<file path="config.mk">
export PLATFORM = sky130hd
export DESIGN_NAME = gesture_triggered_minmax_normalizer
export DESIGN_NICKNAME = d
export VERILOG_FILES = /design/src/rtl/gtmn_pkg.sv /design/src/rtl/gtmn_ram.sv /design/src/rtl/gtmn_front.sv /design/src/rtl/gtmn_fifo.sv /design/src/rtl/gtmn_back.sv /design/src/rtl/gesture_triggered_minmax_normalizer.sv
export SDC_FILE = /design/constraint.sdc
export NUM_CORES = 2
export LEC_CHECK = 0
export ABC_AREA = 0
export BUFFER_PORTS_ARGS = -buffer_cell sky130_fd_sc_hd__buf_2
export CAP_MARGIN = 10
export CORE_MARGIN = 3
export CORE_UTILIZATION = 35
export DETAILED_ROUTE_END_ITERATION = 6
export PLACE_DENSITY = 0.62
export SLEW_MARGIN = 25
export SYNTH_ARGS = -nofsm -noshare
export SYNTH_HDL_FRONTEND = slang
export SYNTH_SLANG_ARGS = --single-unit
</file>
<file path="constraint.sdc">
create_clock -name aclk -period 7.1 [get_ports aclk]
set_input_delay 1.42 -clock aclk [delete_from_list [all_inputs] [get_ports aclk]]
set_output_delay 1.42 -clock aclk [all_outputs]
set_load 0.02 [all_outputs]
</file>
<file path="src/rtl/gtmn_pkg.sv">
// package for the gesture triggered min/max normalizer
// types, codes and reset constants shared by the front end, queue, back end and top level
// no dependencies
package gtmn_pkg;

    localparam int DEF_CHANNELS    = 16;
    localparam int DEF_SAMPLE_BITS = 12;
    localparam int QUEUE_DEPTH     = 2;

    localparam logic [14:0] SWING_RESET = 15'd350;
    localparam logic [19:0] WAIT_RESET  = 20'd500000;
    localparam logic [19:0] CALIB_RESET = 20'd800000;
    localparam logic [19:0] TICK_MAX    = 20'hFFFFF;
    localparam logic [6:0]  PCT_FULL    = 7'd100;

    typedef enum logic [1:0] {
        OP_SAMPLE = 2'd0,
        OP_TICK   = 2'd1,
        OP_ACCEL  = 2'd2,
        OP_LOAD   = 2'd3
    } op_t;

    typedef enum logic [1:0] {
        MODE_WAIT = 2'd0,
        MODE_CAL  = 2'd1,
        MODE_RUN  = 2'd2
    } mode_t;

    typedef enum logic [1:0] {
        CFG_SWING = 2'd0,
        CFG_WAIT  = 2'd1,
        CFG_CALIB = 2'd2
    } cfg_idx_t;

    typedef enum logic [2:0] {
        BK_IDLE,
        BK_EXEC,
        BK_MUL,
        BK_DIV,
        BK_FINISH
    } bk_state_t;

    typedef struct packed {
        logic [1:0]         op;
        logic [3:0]         channel;
        logic [11:0]        sample;
        logic signed [15:0] accel;
        logic               bound_select;
    } in_t;

    typedef struct packed {
        logic [6:0]  percent;
        logic [1:0]  mode;
        logic [11:0] low_bound;
        logic [11:0] high_bound;
        logic        calibration_done;
    } out_t;

    // classified item as it travels from front to back
    typedef struct packed {
        op_t                op;
        logic [3:0]         channel;
        logic               ch_ok;
        logic [11:0]        sample;
        logic signed [15:0] accel;
        logic               bound_select;
    } item_t;

endpackage

</file>
<file path="src/rtl/gtmn_ram.sv">
// generic single write port ram with registered read
// no dependencies
module gtmn_ram #(
    parameter int WIDTH = 24,
    parameter int DEPTH = 16
) (
    input  logic                                  aclk,
    input  logic                                  we,
    input  logic [(DEPTH > 1 ? $clog2(DEPTH) : 1)-1:0] waddr,
    input  logic [WIDTH-1:0]                      wdata,
    input  logic                                  re,
    input  logic [(DEPTH > 1 ? $clog2(DEPTH) : 1)-1:0] raddr,
    output logic [WIDTH-1:0]                      rdata
);

    logic [WIDTH-1:0] mem_reg [DEPTH];

    always_ff @(posedge aclk) begin
        if (we) begin
            mem_reg[waddr] <= wdata;
        end
        if (re) begin
            rdata <= mem_reg[raddr];
        end
    end

endmodule

</file>
<file path="src/rtl/gtmn_front.sv">
// front end: takes input items and classifies them for the back end
// depends on gtmn_pkg
module gtmn_front #(
    parameter int CHANNELS    = 16,
    parameter int SAMPLE_BITS = 12
) (
    input  logic           s_valid,
    output logic           s_ready,
    input  gtmn_pkg::in_t  s_data,
    input  logic           q_full,
    output logic           q_push,
    output gtmn_pkg::item_t q_item
);
    import gtmn_pkg::*;

    localparam logic [11:0] SMASK =
        (SAMPLE_BITS >= 12) ? 12'hFFF : 12'((1 << SAMPLE_BITS) - 1);

    assign s_ready = !q_full;
    assign q_push  = s_valid && !q_full;

    always_comb begin
        q_item.op           = op_t'(s_data.op);
        q_item.channel      = s_data.channel;
        q_item.ch_ok        = 32'(s_data.channel) < CHANNELS;
        q_item.sample       = s_data.sample & SMASK;
        q_item.accel        = s_data.accel;
        q_item.bound_select = s_data.bound_select;
    end

endmodule

</file>
<file path="src/rtl/gtmn_fifo.sv">
// short queue of classified items between front and back end
// depends on gtmn_pkg
module gtmn_fifo (
    input  logic            aclk,
    input  logic            aresetn,
    input  logic            push,
    input  gtmn_pkg::item_t push_item,
    output logic            full,
    input  logic            pop,
    output gtmn_pkg::item_t head,
    output logic            empty
);
    import gtmn_pkg::*;

    localparam int PW = (QUEUE_DEPTH > 1) ? $clog2(QUEUE_DEPTH) : 1;

    item_t         slot_reg [QUEUE_DEPTH];
    logic [PW-1:0] wptr_reg, wptr_next;
    logic [PW-1:0] rptr_reg, rptr_next;
    logic [PW:0]   cnt_reg, cnt_next;

    assign full  = cnt_reg == (PW+1)'(QUEUE_DEPTH);
    assign empty = cnt_reg == '0;
    assign head  = slot_reg[rptr_reg];

    always_comb begin
        wptr_next = wptr_reg;
        rptr_next = rptr_reg;
        cnt_next  = cnt_reg;
        if (push) begin
            wptr_next = (wptr_reg == PW'(QUEUE_DEPTH - 1)) ? '0 : wptr_reg + 1'b1;
        end
        if (pop) begin
            rptr_next = (rptr_reg == PW'(QUEUE_DEPTH - 1)) ? '0 : rptr_reg + 1'b1;
        end
        if (push && !pop) begin
            cnt_next = cnt_reg + 1'b1;
        end else if (pop && !push) begin
            cnt_next = cnt_reg - 1'b1;
        end
    end

    always_ff @(posedge aclk) begin
        if (!aresetn) begin
            wptr_reg <= '0;
            rptr_reg <= '0;
            cnt_reg  <= '0;
        end else begin
            wptr_reg <= wptr_next;
            rptr_reg <= rptr_next;
            cnt_reg  <= cnt_next;
        end
    end

    always_ff @(posedge aclk) begin
        if (push) begin
            slot_reg[wptr_reg] <= push_item;
        end
    end

endmodule

</file>
<file path="src/rtl/gtmn_back.sv">
// back end: mode sequencer, bound store, shift-subtract percent divider, output register
// depends on gtmn_pkg and gtmn_ram
module gtmn_back #(
    parameter int CHANNELS    = 16,
    parameter int SAMPLE_BITS = 12
) (
    input  logic            aclk,
    input  logic            aresetn,
    input  logic            cfg_valid,
    input  logic [1:0]      cfg_index,
    input  logic [19:0]     cfg_data,
    input  logic            q_empty,
    input  gtmn_pkg::item_t q_head,
    output logic            q_pop,
    output logic            m_valid,
    input  logic            m_ready,
    output gtmn_pkg::out_t  m_data
);
    import gtmn_pkg::*;

    localparam int AW    = (CHANNELS > 1) ? $clog2(CHANNELS) : 1;
    localparam int SB    = SAMPLE_BITS;
    localparam int MAG_W = SAMPLE_BITS + 7;

    // configuration
    logic [14:0] swing_reg;
    logic [19:0] wait_to_reg;
    logic [19:0] calib_reg;

    // control state
    bk_state_t          state_reg, state_next;
    mode_t              mode_reg;
    logic [19:0]        tick_reg;
    logic [CHANNELS-1:0] seen_reg;
    logic [CHANNELS-1:0] bvalid_reg;
    logic signed [15:0] base_reg, amin_reg, amax_reg;
    logic               base_ok_reg;
    logic               m_valid_reg;

    // item and datapath
    item_t              item_reg;
    logic [SB-1:0]      lo_reg, hi_reg;
    logic [SB-1:0]      num_mag_reg, den_mag_reg;
    logic [MAG_W-1:0]   a_reg, c_reg, bsh_reg;
    logic [2:0]         cnt_reg;
    logic [6:0]         q_reg;
    logic [6:0]         pct_reg;
    logic               done_reg;
    out_t               out_reg;

    // control outputs
    logic ram_re, ram_we, out_load, out_free;

    // exec stage values
    logic [AW-1:0]      addr;
    logic [2*SB-1:0]    rd_data;
    logic [SB-1:0]      v, cur_lo, cur_hi, new_lo, new_hi;
    logic signed [SB:0] num, den;
    logic               num_neg, den_neg, div_go;
    logic [6:0]         pct_fixed;
    logic [19:0]        tick_inc;
    logic signed [15:0] nmin, nmax;
    logic signed [17:0] thr_lo, thr_hi;
    logic               swing;
    logic               clamp, step_ge;

    assign addr     = AW'(item_reg.channel);
    assign v        = SB'(item_reg.sample);
    assign out_free = !m_valid_reg || m_ready;
    assign m_valid  = m_valid_reg;
    assign m_data   = out_reg;

    gtmn_ram #(
        .WIDTH (2*SB),
        .DEPTH (CHANNELS)
    ) u_bounds (
        .aclk  (aclk),
        .we    (ram_we),
        .waddr (addr),
        .wdata ({new_hi, new_lo}),
        .re    (ram_re),
        .raddr (AW'(q_head.channel)),
        .rdata (rd_data)
    );

    // bound update and percent setup
    always_comb begin
        cur_lo = bvalid_reg[addr] ? rd_data[SB-1:0]    : '0;
        cur_hi = bvalid_reg[addr] ? rd_data[2*SB-1:SB] : '0;
        new_lo = cur_lo;
        new_hi = cur_hi;
        if (item_reg.op == OP_SAMPLE && mode_reg == MODE_CAL) begin
            if (!seen_reg[addr]) begin
                new_lo = v;
                new_hi = v;
            end else begin
                if (v < cur_lo) new_lo = v;
                if (v > cur_hi) new_hi = v;
            end
        end else if (item_reg.op == OP_LOAD) begin
            if (item_reg.bound_select) begin
                new_hi = v;
            end else begin
                new_lo = v;
            end
        end
        num     = $signed({1'b0, v}) - $signed({1'b0, new_lo});
        den     = $signed({1'b0, new_hi}) - $signed({1'b0, new_lo});
        num_neg = num[SB];
        den_neg = den[SB];
        // only same-sign nonzero operands need the divider
        div_go  = item_reg.op == OP_SAMPLE && item_reg.ch_ok && num != '0 && den != '0
                  && num_neg == den_neg;
        if (item_reg.op == OP_SAMPLE && item_reg.ch_ok && den == '0) begin
            pct_fixed = PCT_FULL;
        end else begin
            pct_fixed = '0;
        end
    end

    // mode sequencer values
    always_comb begin
        tick_inc = (tick_reg != TICK_MAX) ? tick_reg + 20'd1 : tick_reg;
        nmin     = (item_reg.accel < amin_reg) ? item_reg.accel : amin_reg;
        nmax     = (item_reg.accel > amax_reg) ? item_reg.accel : amax_reg;
        thr_lo   = 18'(base_reg) - $signed({3'b000, swing_reg});
        thr_hi   = 18'(base_reg) + $signed({3'b000, swing_reg});
        swing    = 18'(nmin) < thr_lo && 18'(nmax) > thr_hi;
    end

    // divider step
    always_comb begin
        clamp   = cnt_reg == 3'd6 && a_reg >= c_reg;
        step_ge = a_reg >= bsh_reg;
    end

    // next state
    always_comb begin
        state_next = state_reg;
        unique case (state_reg)
            BK_IDLE: begin
                if (!q_empty) state_next = BK_EXEC;
            end
            BK_EXEC: begin
                state_next = div_go ? BK_MUL : BK_FINISH;
            end
            BK_MUL: begin
                state_next = BK_DIV;
            end
            BK_DIV: begin
                if (clamp || cnt_reg == 3'd0) state_next = BK_FINISH;
            end
            BK_FINISH: begin
                if (out_free) state_next = BK_IDLE;
            end
            default: state_next = BK_IDLE;
        endcase
    end

    // control outputs
    always_comb begin
        q_pop    = 1'b0;
        ram_re   = 1'b0;
        ram_we   = 1'b0;
        out_load = 1'b0;
        unique case (state_reg)
            BK_IDLE: begin
                q_pop  = !q_empty;
                ram_re = !q_empty;
            end
            BK_EXEC: begin
                ram_we = item_reg.ch_ok && (item_reg.op == OP_LOAD ||
                         (item_reg.op == OP_SAMPLE && mode_reg == MODE_CAL));
            end
            BK_FINISH: begin
                out_load = out_free;
            end
            default: begin
            end
        endcase
    end

    // control registers
    always_ff @(posedge aclk) begin
        if (!aresetn) begin
            state_reg   <= BK_IDLE;
            mode_reg    <= MODE_WAIT;
            tick_reg    <= '0;
            seen_reg    <= '0;
            bvalid_reg  <= '0;
            base_reg    <= '0;
            amin_reg    <= '0;
            amax_reg    <= '0;
            base_ok_reg <= 1'b0;
            m_valid_reg <= 1'b0;
            swing_reg   <= SWING_RESET;
            wait_to_reg <= WAIT_RESET;
            calib_reg   <= CALIB_RESET;
        end else begin
            state_reg <= state_next;
            if (cfg_valid) begin
                unique case (cfg_index)
                    CFG_SWING: swing_reg   <= cfg_data[14:0];
                    CFG_WAIT:  wait_to_reg <= cfg_data;
                    CFG_CALIB: calib_reg   <= cfg_data;
                    default: begin
                    end
                endcase
            end
            if (ram_we) begin
                bvalid_reg[addr] <= 1'b1;
                if (item_reg.op == OP_SAMPLE) seen_reg[addr] <= 1'b1;
            end
            if (state_reg == BK_EXEC) begin
                unique case (item_reg.op)
                    OP_TICK: begin
                        if (mode_reg == MODE_WAIT) begin
                            tick_reg <= tick_inc;
                            if (tick_inc > wait_to_reg) mode_reg <= MODE_RUN;
                        end else if (mode_reg == MODE_CAL) begin
                            tick_reg <= tick_inc;
                            if (tick_inc >= calib_reg) mode_reg <= MODE_RUN;
                        end
                    end
                    OP_ACCEL: begin
                        if (mode_reg == MODE_WAIT) begin
                            if (!base_ok_reg) begin
                                base_reg    <= item_reg.accel;
                                amin_reg    <= item_reg.accel;
                                amax_reg    <= item_reg.accel;
                                base_ok_reg <= 1'b1;
                            end else begin
                                amin_reg <= nmin;
                                amax_reg <= nmax;
                                if (swing) begin
                                    mode_reg <= MODE_CAL;
                                    tick_reg <= '0;
                                    seen_reg <= '0;
                                end
                            end
                        end
                    end
                    default: begin
                    end
                endcase
            end
            if (out_load) begin
                m_valid_reg <= 1'b1;
            end else if (m_ready) begin
                m_valid_reg <= 1'b0;
            end
        end
    end

    // datapath registers
    always_ff @(posedge aclk) begin
        if (q_pop) begin
            item_reg <= q_head;
        end
        unique case (state_reg)
            BK_EXEC: begin
                lo_reg      <= new_lo;
                hi_reg      <= new_hi;
                num_mag_reg <= num_neg ? SB'(-num) : SB'(num);
                den_mag_reg <= den_neg ? SB'(-den) : SB'(den);
                pct_reg     <= pct_fixed;
                done_reg    <= item_reg.op == OP_TICK && mode_reg == MODE_CAL
                               && tick_inc >= calib_reg;
            end
            BK_MUL: begin
                a_reg   <= MAG_W'(num_mag_reg) * MAG_W'(100);
                c_reg   <= MAG_W'(den_mag_reg) * MAG_W'(100);
                bsh_reg <= MAG_W'(den_mag_reg) << 6;
                cnt_reg <= 3'd6;
                q_reg   <= '0;
            end
            BK_DIV: begin
                if (clamp) begin
                    pct_reg <= PCT_FULL;
                end else begin
                    if (step_ge) a_reg <= a_reg - bsh_reg;
                    bsh_reg <= bsh_reg >> 1;
                    q_reg   <= {q_reg[5:0], step_ge};
                    cnt_reg <= cnt_reg - 3'd1;
                    if (cnt_reg == 3'd0) pct_reg <= {q_reg[5:0], step_ge};
                end
            end
            default: begin
            end
        endcase
        if (out_load) begin
            out_reg.percent          <= pct_reg;
            out_reg.mode             <= mode_reg;
            out_reg.low_bound        <= item_reg.ch_ok ? 12'(lo_reg) : 12'd0;
            out_reg.high_bound       <= item_reg.ch_ok ? 12'(hi_reg) : 12'd0;
            out_reg.calibration_done <= done_reg;
        end
    end

endmodule

</file>
<file path="src/rtl/gesture_triggered_minmax_normalizer.sv">
// Gesture triggered min/max normalizer, top level.
// Depends on gtmn_pkg, gtmn_front, gtmn_fifo, gtmn_back (and gtmn_ram below it).
//
// Input channel s_valid/s_ready/s_data carries one item: an adc sample, a tick,
// an accel sample or a bound load. Every item gives exactly one result item on
// m_valid/m_ready/m_data: percent of the sample between the channel's bounds,
// the mode after the item, the channel's bounds and the end-of-calibration flag.
// Configuration writes go on cfg_valid/cfg_index/cfg_data (cfg_ready is always
// high); the user must make them only while the block is idle, which the block
// itself does not enforce. A two-entry queue sits between the front end and the
// back end, and the back end has its own output register, so input keeps flowing
// while a result waits. The back end takes each item through bound read, update
// and output; a sample that divides also goes through scale by 100 and seven
// shift-subtract steps, stopping after the first when the quotient clamps at 100.
// The back end handles one item at a time: it pops the next item from the queue
// only after the last result is loaded into the output register.
// Reset (aresetn low, synchronous) clears mode, counters, accel tracking and the
// bound valid bits, so every bound reads zero; configuration returns to defaults.
// If m_ready stays low the result holds, the back end stops at its output step,
// the queue fills and s_ready drops.
module gesture_triggered_minmax_normalizer #(
    parameter int CHANNELS    = gtmn_pkg::DEF_CHANNELS,
    parameter int SAMPLE_BITS = gtmn_pkg::DEF_SAMPLE_BITS
) (
    input  logic           aclk,
    input  logic           aresetn,
    input  logic           s_valid,
    output logic           s_ready,
    input  gtmn_pkg::in_t  s_data,
    output logic           m_valid,
    input  logic           m_ready,
    output gtmn_pkg::out_t m_data,
    input  logic           cfg_valid,
    output logic           cfg_ready,
    input  logic [1:0]     cfg_index,
    input  logic [19:0]    cfg_data
);
    import gtmn_pkg::*;

    item_t front_item;
    item_t q_head;
    logic  q_push, q_full, q_pop, q_empty;

    assign cfg_ready = 1'b1;

    gtmn_front #(
        .CHANNELS    (CHANNELS),
        .SAMPLE_BITS (SAMPLE_BITS)
    ) u_front (
        .s_valid (s_valid),
        .s_ready (s_ready),
        .s_data  (s_data),
        .q_full  (q_full),
        .q_push  (q_push),
        .q_item  (front_item)
    );

    gtmn_fifo u_queue (
        .aclk      (aclk),
        .aresetn   (aresetn),
        .push      (q_push),
        .push_item (front_item),
        .full      (q_full),
        .pop       (q_pop),
        .head      (q_head),
        .empty     (q_empty)
    );

    gtmn_back #(
        .CHANNELS    (CHANNELS),
        .SAMPLE_BITS (SAMPLE_BITS)
    ) u_back (
        .aclk      (aclk),
        .aresetn   (aresetn),
        .cfg_valid (cfg_valid),
        .cfg_index (cfg_index),
        .cfg_data  (cfg_data),
        .q_empty   (q_empty),
        .q_head    (q_head),
        .q_pop     (q_pop),
        .m_valid   (m_valid),
        .m_ready   (m_ready),
        .m_data    (m_data)
    );

endmodule

</file>
**Word-level counts from Yosys, hierarchy flattened**

Memory sizes are Yosys's and may differ from the RTL's. A register that Yosys moved wholly into a read port is not among the register bits.
Cells that the tools add are included.

- $add $sub $neg: 13
- Multiply operators: 2
- Order comparisons: 12
- Equality and inequality tests: 26
- Muxes and demuxes: 79
- Bitwise logic cells: 3
- Reductions and logical operators: 48

Operators by type and width:

| cell | number |
|---|---|
| 2-to-1 mux 16 bit | 11 |
| 2-to-1 mux 12 bit | 14 |
| 2-to-1 mux 20 bit | 6 |
| case mux 19 bit (2 select lines) | 2 |
| 2-to-1 mux 19 bit | 3 |
| case mux 20 bit (2 select lines) | 1 |
| >= comparator 19 bit | 2 |
| multiplier 12 x 5 -> 17 bit (second input constant) | 2 |
| OR 16 bit | 2 |
| nonzero test 13 bit | 2 |
| subtractor 12 x 12 -> 13 bit | 2 |
| negator 12 bit | 2 |
| 2-to-1 mux 7 bit | 3 |
| adder 20 x 1 -> 20 bit (second input constant) | 1 |
| >= comparator 20 bit | 1 |
| greater-than comparator 20 bit | 1 |
| inequality test 20 bit (second input constant) | 1 |
| subtractor 19 bit | 1 |
| 2-to-1 mux 2 bit | 9 |
| adder 16 x 16 -> 17 bit | 1 |
| greater-than comparator 16 x 17 -> 1 bit | 1 |
| < comparator 16 x 17 -> 1 bit | 1 |
| subtractor 16 x 16 -> 17 bit | 1 |
| greater-than comparator 16 bit | 1 |
| 42 further kinds | 112 |

- Flip-flop bits (word level): 356
- RAM bits: 454
- Input bits: 62
- Output and inout bits: 37
- Word-level logic and storage cells: 223
- Memories kept: 2

Memory list:

| name | words | width | read ports | clocked after Yosys merged registers in | write ports | RTL line | source |
|---|---|---|---|---|---|---|---|
| u_back.u_bounds.mem_reg | 16 | 24 | 1 | 1 | 1 | gtmn_ram.sv:16 | `logic [WIDTH-1:0] mem_reg [DEPTH];` |
| u_queue.slot_reg | 2 | 35 | 1 | 1 | 1 | gtmn_fifo.sv:17 | `item_t slot_reg [QUEUE_DEPTH];` |

**Logic depth before layout (Yosys ltp)**

- Word-level depth: 14
- Depth in mapped cells: 31
- Depth with buffers taken out: 27

**By module**

From an unflattened synthesis, not the netlist that was laid out.

- Cell total of the unflattened synthesis: 3350
- Area, all modules: 42032.8 um2

Modules (own cells, without submodules):

| module | instances | cells an instance | area an instance (um2) | sequential area each (um2) |
|---|---|---|---|---|
| gtmn_back | 1 | 2539 | 23741.5 | 8918.6 |
| gtmn_ram | 1 | 636 | 15170.8 | 12251.8 |
| gtmn_fifo | 1 | 134 | 2825.2 | 2262.2 |
| gtmn_front | 1 | 39 | 284.0 | 0.0 |
| gesture_triggered_minmax_normalizer | 1 | 2 | 11.3 | 0.0 |

**Worst setup path after synthesis**

Ideal clock, no wire load.

- Path type: register to register
- Start: reg u_back.item_reg, in the netlist u_back.addr[0]
- End: reg u_back.pct_reg[2] (data pin)
- Setup time: 0.259 ns
- Arrival: 6.668 ns
- Data required time: 6.841 ns
- Setup slack: 0.172 ns
- Cell stages (with the launch flop): 28
- Buffers on the path: 4
- Clock period less this slack: 6.928 ns
- Cells stage by stage: edfxtp_1 buf_6 mux4_2 o22ai_2 o22ai_1 clkbuf_1 nand2_1 ha_1 nand4_1 nor3_1 o31ai_1 or2_0 a21o_1 buf_2 buf_1 o21ai_0 ha_1 inv_1 fa_1 a21o_1 a21o_1 maj3_2 nor4_1 o21ai_1 xnor2_2 nor4_4 a41o_1 or2_1

- Cells in the longest elaborated chain, start to end: 12
- Elaborated cells between the ends (all ways): 23
- Classes of those cells: add/sub (1); order compare (2); mux (18); reduce/logical (2)

Ends and longest elaborated chain:

| what | RTL line | source |
|---|---|---|
| from (decl) | gtmn_back.sv:41 | `item_t item_reg;` |
| from (signal assigned) | gtmn_back.sv:258 | `item_reg <= q_head;` |
| binary-select mux 1 bit (select 4 bit) | gtmn_back.sv:88 | `cur_lo = bvalid_reg[addr] ? rd_data[SB-1:0] : '0;` |
| 2-to-1 mux 1 bit (implied by the code) | gtmn_back.sv:88 |  |
| 2-to-1 mux 12 bit | gtmn_back.sv:88 |  |
| < comparator 12 bit | gtmn_back.sv:97 | `if (v < cur_lo) new_lo = v;` |
| 2-to-1 mux 12 bit | gtmn_back.sv:97 |  |
| 2-to-1 mux 12 bit | gtmn_back.sv:93 | `if (!seen_reg[addr]) begin` |
| 2-to-1 mux 12 bit * | gtmn_back.sv:92 | `if (item_reg.op == OP_SAMPLE && mode_reg == MODE_CAL) begin` |
| named net u_back.new_lo[0] | gtmn_back.sv:57 | `logic [SB-1:0] v, cur_lo, cur_hi, new_lo, new_hi;` |
| subtractor 12 x 12 -> 13 bit * | gtmn_back.sv:108 | `den = $signed({1'b0, new_hi}) - $signed({1'b0, new_lo});` |
| zero test 13 bit * | gtmn_back.sv:114 | `if (item_reg.op == OP_SAMPLE && item_reg.ch_ok && den == '0) begin` |
| logical AND 1 bit * | gtmn_back.sv:114 |  |
| 2-to-1 mux 7 bit * | gtmn_back.sv:114 |  |
| case mux 7 bit (2 select lines) * | gtmn_back.sv:260 | `unique case (state_reg)` |
| to (signal assigned) | gtmn_back.sv:266 | `pct_reg <= pct_fixed;` |
| to (signal assigned) | gtmn_back.sv:285 | `if (cnt_reg == 3'd0) pct_reg <= {q_reg[5:0], step_ge};` |
| to (decl) | gtmn_back.sv:47 | `logic [6:0] pct_reg;` |

Mark *: on every way through the listed nets, which the timed path passes. The rest lies on a longest branch. The select of a mux whose other input is x is not followed.
A chain may end at the register's enable or synchronous reset.

**Worst setup path in the final report**

- Start: reg u_back.item_reg, in the netlist u_back.addr[1]
- End: reg u_back.pct_reg[5] (data pin)

- Cells in the longest elaborated chain, start to end: 12
- Elaborated cells between the ends (all ways): 23
- Classes of those cells: add/sub (1); order compare (2); mux (18); reduce/logical (2)

Ends and longest elaborated chain:

| what | RTL line |
|---|---|
| binary-select mux 1 bit (select 4 bit) | gtmn_back.sv:88, gtmn_back.sv:89 |
| 2-to-1 mux 1 bit (implied by the code) | gtmn_back.sv:88, gtmn_back.sv:89 |
| 2-to-1 mux 12 bit (on tied branches) | gtmn_back.sv:89, gtmn_back.sv:88 |
| greater-than comparator 12 bit / < comparator 12 bit (equally long branches) | gtmn_back.sv:98, gtmn_back.sv:97 |
| 2-to-1 mux 12 bit (on tied branches) | gtmn_back.sv:98, gtmn_back.sv:97 |
| 2-to-1 mux 12 bit | gtmn_back.sv:93 |
| 2-to-1 mux 12 bit | gtmn_back.sv:92 |
| subtractor 12 x 12 -> 13 bit * | gtmn_back.sv:108 |
| zero test 13 bit * | gtmn_back.sv:114 |
| logical AND 1 bit * | gtmn_back.sv:114 |
| 2-to-1 mux 7 bit * | gtmn_back.sv:114 |
| case mux 7 bit (2 select lines) * | gtmn_back.sv:260 |

Every way passes the cells marked *; elsewhere a longest branch is shown, timed or not. The select of a mux whose other input is x is not followed.

==> impl_results.md <==
- Outcome: finished, final reports clean
- Final Util: 0.404
- CP Capture Type: flip-flop
- DRC: 0
- Clock buffer depth: 3
- Synth area leaders: edfxtp_1 (49%), ha_1 (9.3%), dfxtp_1 (8.1%)
- Starting Density: 0.353
- Share of flip-flops with an asynchronous set or reset: 0
- Setup-failing EPs final: 0
- Simple-gate share of the synthesized area: 0.129
- Final hold violations: 0
- CP delay by family, top: compound AO/OA/AOI/OAI gates
- CP arrival: about 7.0 ns
- Die Area: 122000 um^2
- Mux cell area share after synthesis: 0.0294
- CP max FO: 16
- Cells after Synth: 3671
- All-layer global routing usage: 0.173
- Post-synth EDFFs: 666
- Reg area: 23300 um^2
- Port bufs: 97
- Number of antenna violations at the first check in global routing: 5
- Post-CTS sizing: 0
- Die height: 349 um
- Largest register FFs: roughly 380
- Leakage power: 18.1 nW
- Number of fill cells: 10958
- Largest net degree at the start of global routing: 132
- Setup TNS: 0 ns
- Clock Tree Root: clkbuf_16
- DR pass1 iterations: 5
- CP most frequent cell: a21o_1
- Post-Route WL: around 110 mm
- Compound-Gate Fraction of Synth Area: 0.109
- Detailed Place HPWL: 73.0 mm
- Synth cell types: 83
- Core ar.: 117000 um^2
- CTS tree: done
- FMAX: 155 MHz
- First-pass GRT wire length: 163 mm
- Worst-path cell chain: nor2b_1 -> a21o_1 -> o22ai_2 -> buf_4 -> nand2_1 -> ha_1 -> nand4_1 -> or3_1 -> nor2b_1 -> o21ai_0 -> a31oi_2 -> mux2i_1 -> ha_1 -> inv_1 -> fa_1 -> a21o_1 -> a21o_1 -> maj3_2 -> a21oi_1 -> xor2_1 -> nand2_1 -> nor4_4 -> a41o_1 -> or2_1
- CTS sink count: 833
- GP Congestion: 0.882
- Adder and majority gate portion of the synthesized area: 0.102
- Largest family of logic cells by synthesized area: simple AND/OR/NAND/NOR gates
- Post-route cell area: around 47000 um^2
- Layout cell share with drive strength beyond 1: 0.112
- Max VDD drop: 0.316 mV
- Mean post-synth cell area: around 11 um^2
- Post-Syn Nets: between 4000 and 5000
- Worst EP required: 7.62 ns
- Tcrit/Tclk final: 0.909
- Tmin final: 6.45 ns
- Crit start category: flip-flop
- Vias: 27651
- Clock-pin slew on the worst setup and hold paths: 0.06 ns
- Worst Tran Pin Value: 0.997 ns
- Row cnt: roughly 130
- Area of the multi-input gates: 16400 um^2
- Wire per inst: around 20 um
- Routed Antenna Nets: 0
- Hold-fix buffer count after cts: 0
- Die W: approximately 350 um
- Final-stage net count: 4172
- Leading area contributor after synthesis: edfxtp_1
- Critical Setup Path Class: flip-flop to flip-flop
- RSZ-0062 raised after global routing: no
- Setup repair bufs after CTS: 0
- Crit path largest cell delay: 0.54 ns
- Synth Area in XOR/XNOR: 0.0242
- Via density: 5.13
- Skew-Pair Late Insertion Delay: 0.67 ns
- Synth Flop Type: edfxtp_1
- Placed cell area: approximately 44000 um^2
- CP bufs+invs: 2
- Share of the synthesized area in the top cell type: 0.486
- Io pins: 99
- Number of buffers created by CTS: just under 90
- PD cells: around 490 nW/um^2
- Gr ovfl total: 0
- List of most frequent post-synthesis cells: edfxtp_1 (666), nand2_1 (652), ha_1 (306)
- Max Cap Viol: 0
- Worst slew margin: 0.335
- Syn-to-layout area delta: 14.2%
- DR iter-0 viols: 2099
- Vias in the first global route: 27082
- Mapped Area: 41200 um^2
- Setup Skew: 0.0617 ns
- Hold crit path type: flip-flop to flip-flop
- Slowest cell on crit path: edfxtp_1
- Count leader, synth: edfxtp_1
- Final Max Slew Viols: 0
- Sequential area share after synthesis: 0.567
- H-tree levels: 3
- Synthesis-stage register bit count: about 830
- Ys Warns: 0
[worst register-to-register path: stages (launching register included)]
cell      delay, ns
edfxtp_1       0.54
nor2b_1        0.23
a21o_1         0.21
o22ai_2        0.44
buf_4          0.33
nand2_1        0.11
ha_1           0.32
nand4_1        0.13
or3_1          0.40
nor2b_1        0.14
o21ai_0        0.10
a31oi_2        0.20
mux2i_1        0.27
ha_1           0.18
inv_1          0.06
fa_1           0.40
a21o_1         0.18
a21o_1         0.24
maj3_2         0.37
a21oi_1        0.19
xor2_1         0.34
nand2_1        0.18
nor4_4         0.35
a41o_1         0.29
or2_1          0.13
[cell families after synthesis]
kind of cell,after synthesis
simple gates,1195
fa+ha+maj,326
xor+xnor,112
flops,833
mux,106
buf+inv,422
compound gates,676
other cells,1
[report_power, final]
group	total [mW]	switching (mW)	internal (mW)
registers	7.50	0.527	6.97
logic	10.6	6.50	4.14
clock network	4.83	1.98	2.86
total	23.0	9.00	14.0
[cells in the final DEF, fill, tap and decap left out, drive strengths merged, types with 7 or more instances in the layout]
cell	n
nand2	652
nand4	26
bufinv	13
fa	18
xor2	38
edfxtp	666
a21o	61
nand3	84
and3	92
or3	7
and2	9
a311oi	49
o21ai	110
xnor2	74
nor2	182
ha	306
nor2b	41
a211oi	37
nand2b	33
mux2	56
inv	277
a22o	13
nor3	24
dfxtp	167
clkbuf	110
o21bai	20
or2	8
o211ai	22
nor4	10
mux2i	44
a31oi	63
a21boi	37
a21oi	170
a2111oi	7
clkinv	33
o31ai	12
buf	173
o21a	27
[stage by stage]
stage | power [mW] | hold slack (ns) | setup slack [ns] | std cells
after floorplan | 15.1 | 0.400 | 0.172 | 3671
after global placement | 18.1 | 0.404 | 0.786 | 5210
after detailed placement | 18.2 | 0.405 | 0.711 | 5218
after CTS | 23.2 | 0.418 | 0.682 | 5384
after global routing | 24.7 | 0.424 | 0.134 | 5385
final | 23.0 | 0.418 | 0.645 | 5386
[routing by layer]
layer | GRT usage | part of all wire | vias to the layer above
met2 | 0.300 | 0.49 | 624
met4 | 0.0468 | 0.021 | 0
met3 | 0.0237 | 0.047 | 132
met5 | 0 | 0 | -
li1 | - | - | 13397
met1 | 0.227 | 0.44 | 13498
[cell type report]
class / instances / area share
Clock buffer: 110 / 0.0502
Sequential cell: 833 / 0.496
Antenna cell: 1 / 0.0000532
Inverter: 273 / 0.0219
Clock inverter: 56 / 0.0150
Tap cell: 1524 / 0.0406
Timing Repair Buffer: 173 / 0.0262
Multi-Input combinational cell: 2416 / 0.350
[final timing paths]
kind / startpoint / end / slack, ns / cells after the start
max: u_back.addr[1] / u_back.pct_reg[5] / 0.65 / 24
min reg2reg: u_back.lo_reg[7] / u_back.m_data[20] / 0.42 / 0
max reg2reg: u_back.addr[1] / u_back.pct_reg[5] / 0.65 / 24
min: u_back.lo_reg[7] / u_back.m_data[20] / 0.42 / 0
No activity file was read; power rests on OpenSTA's default activity.
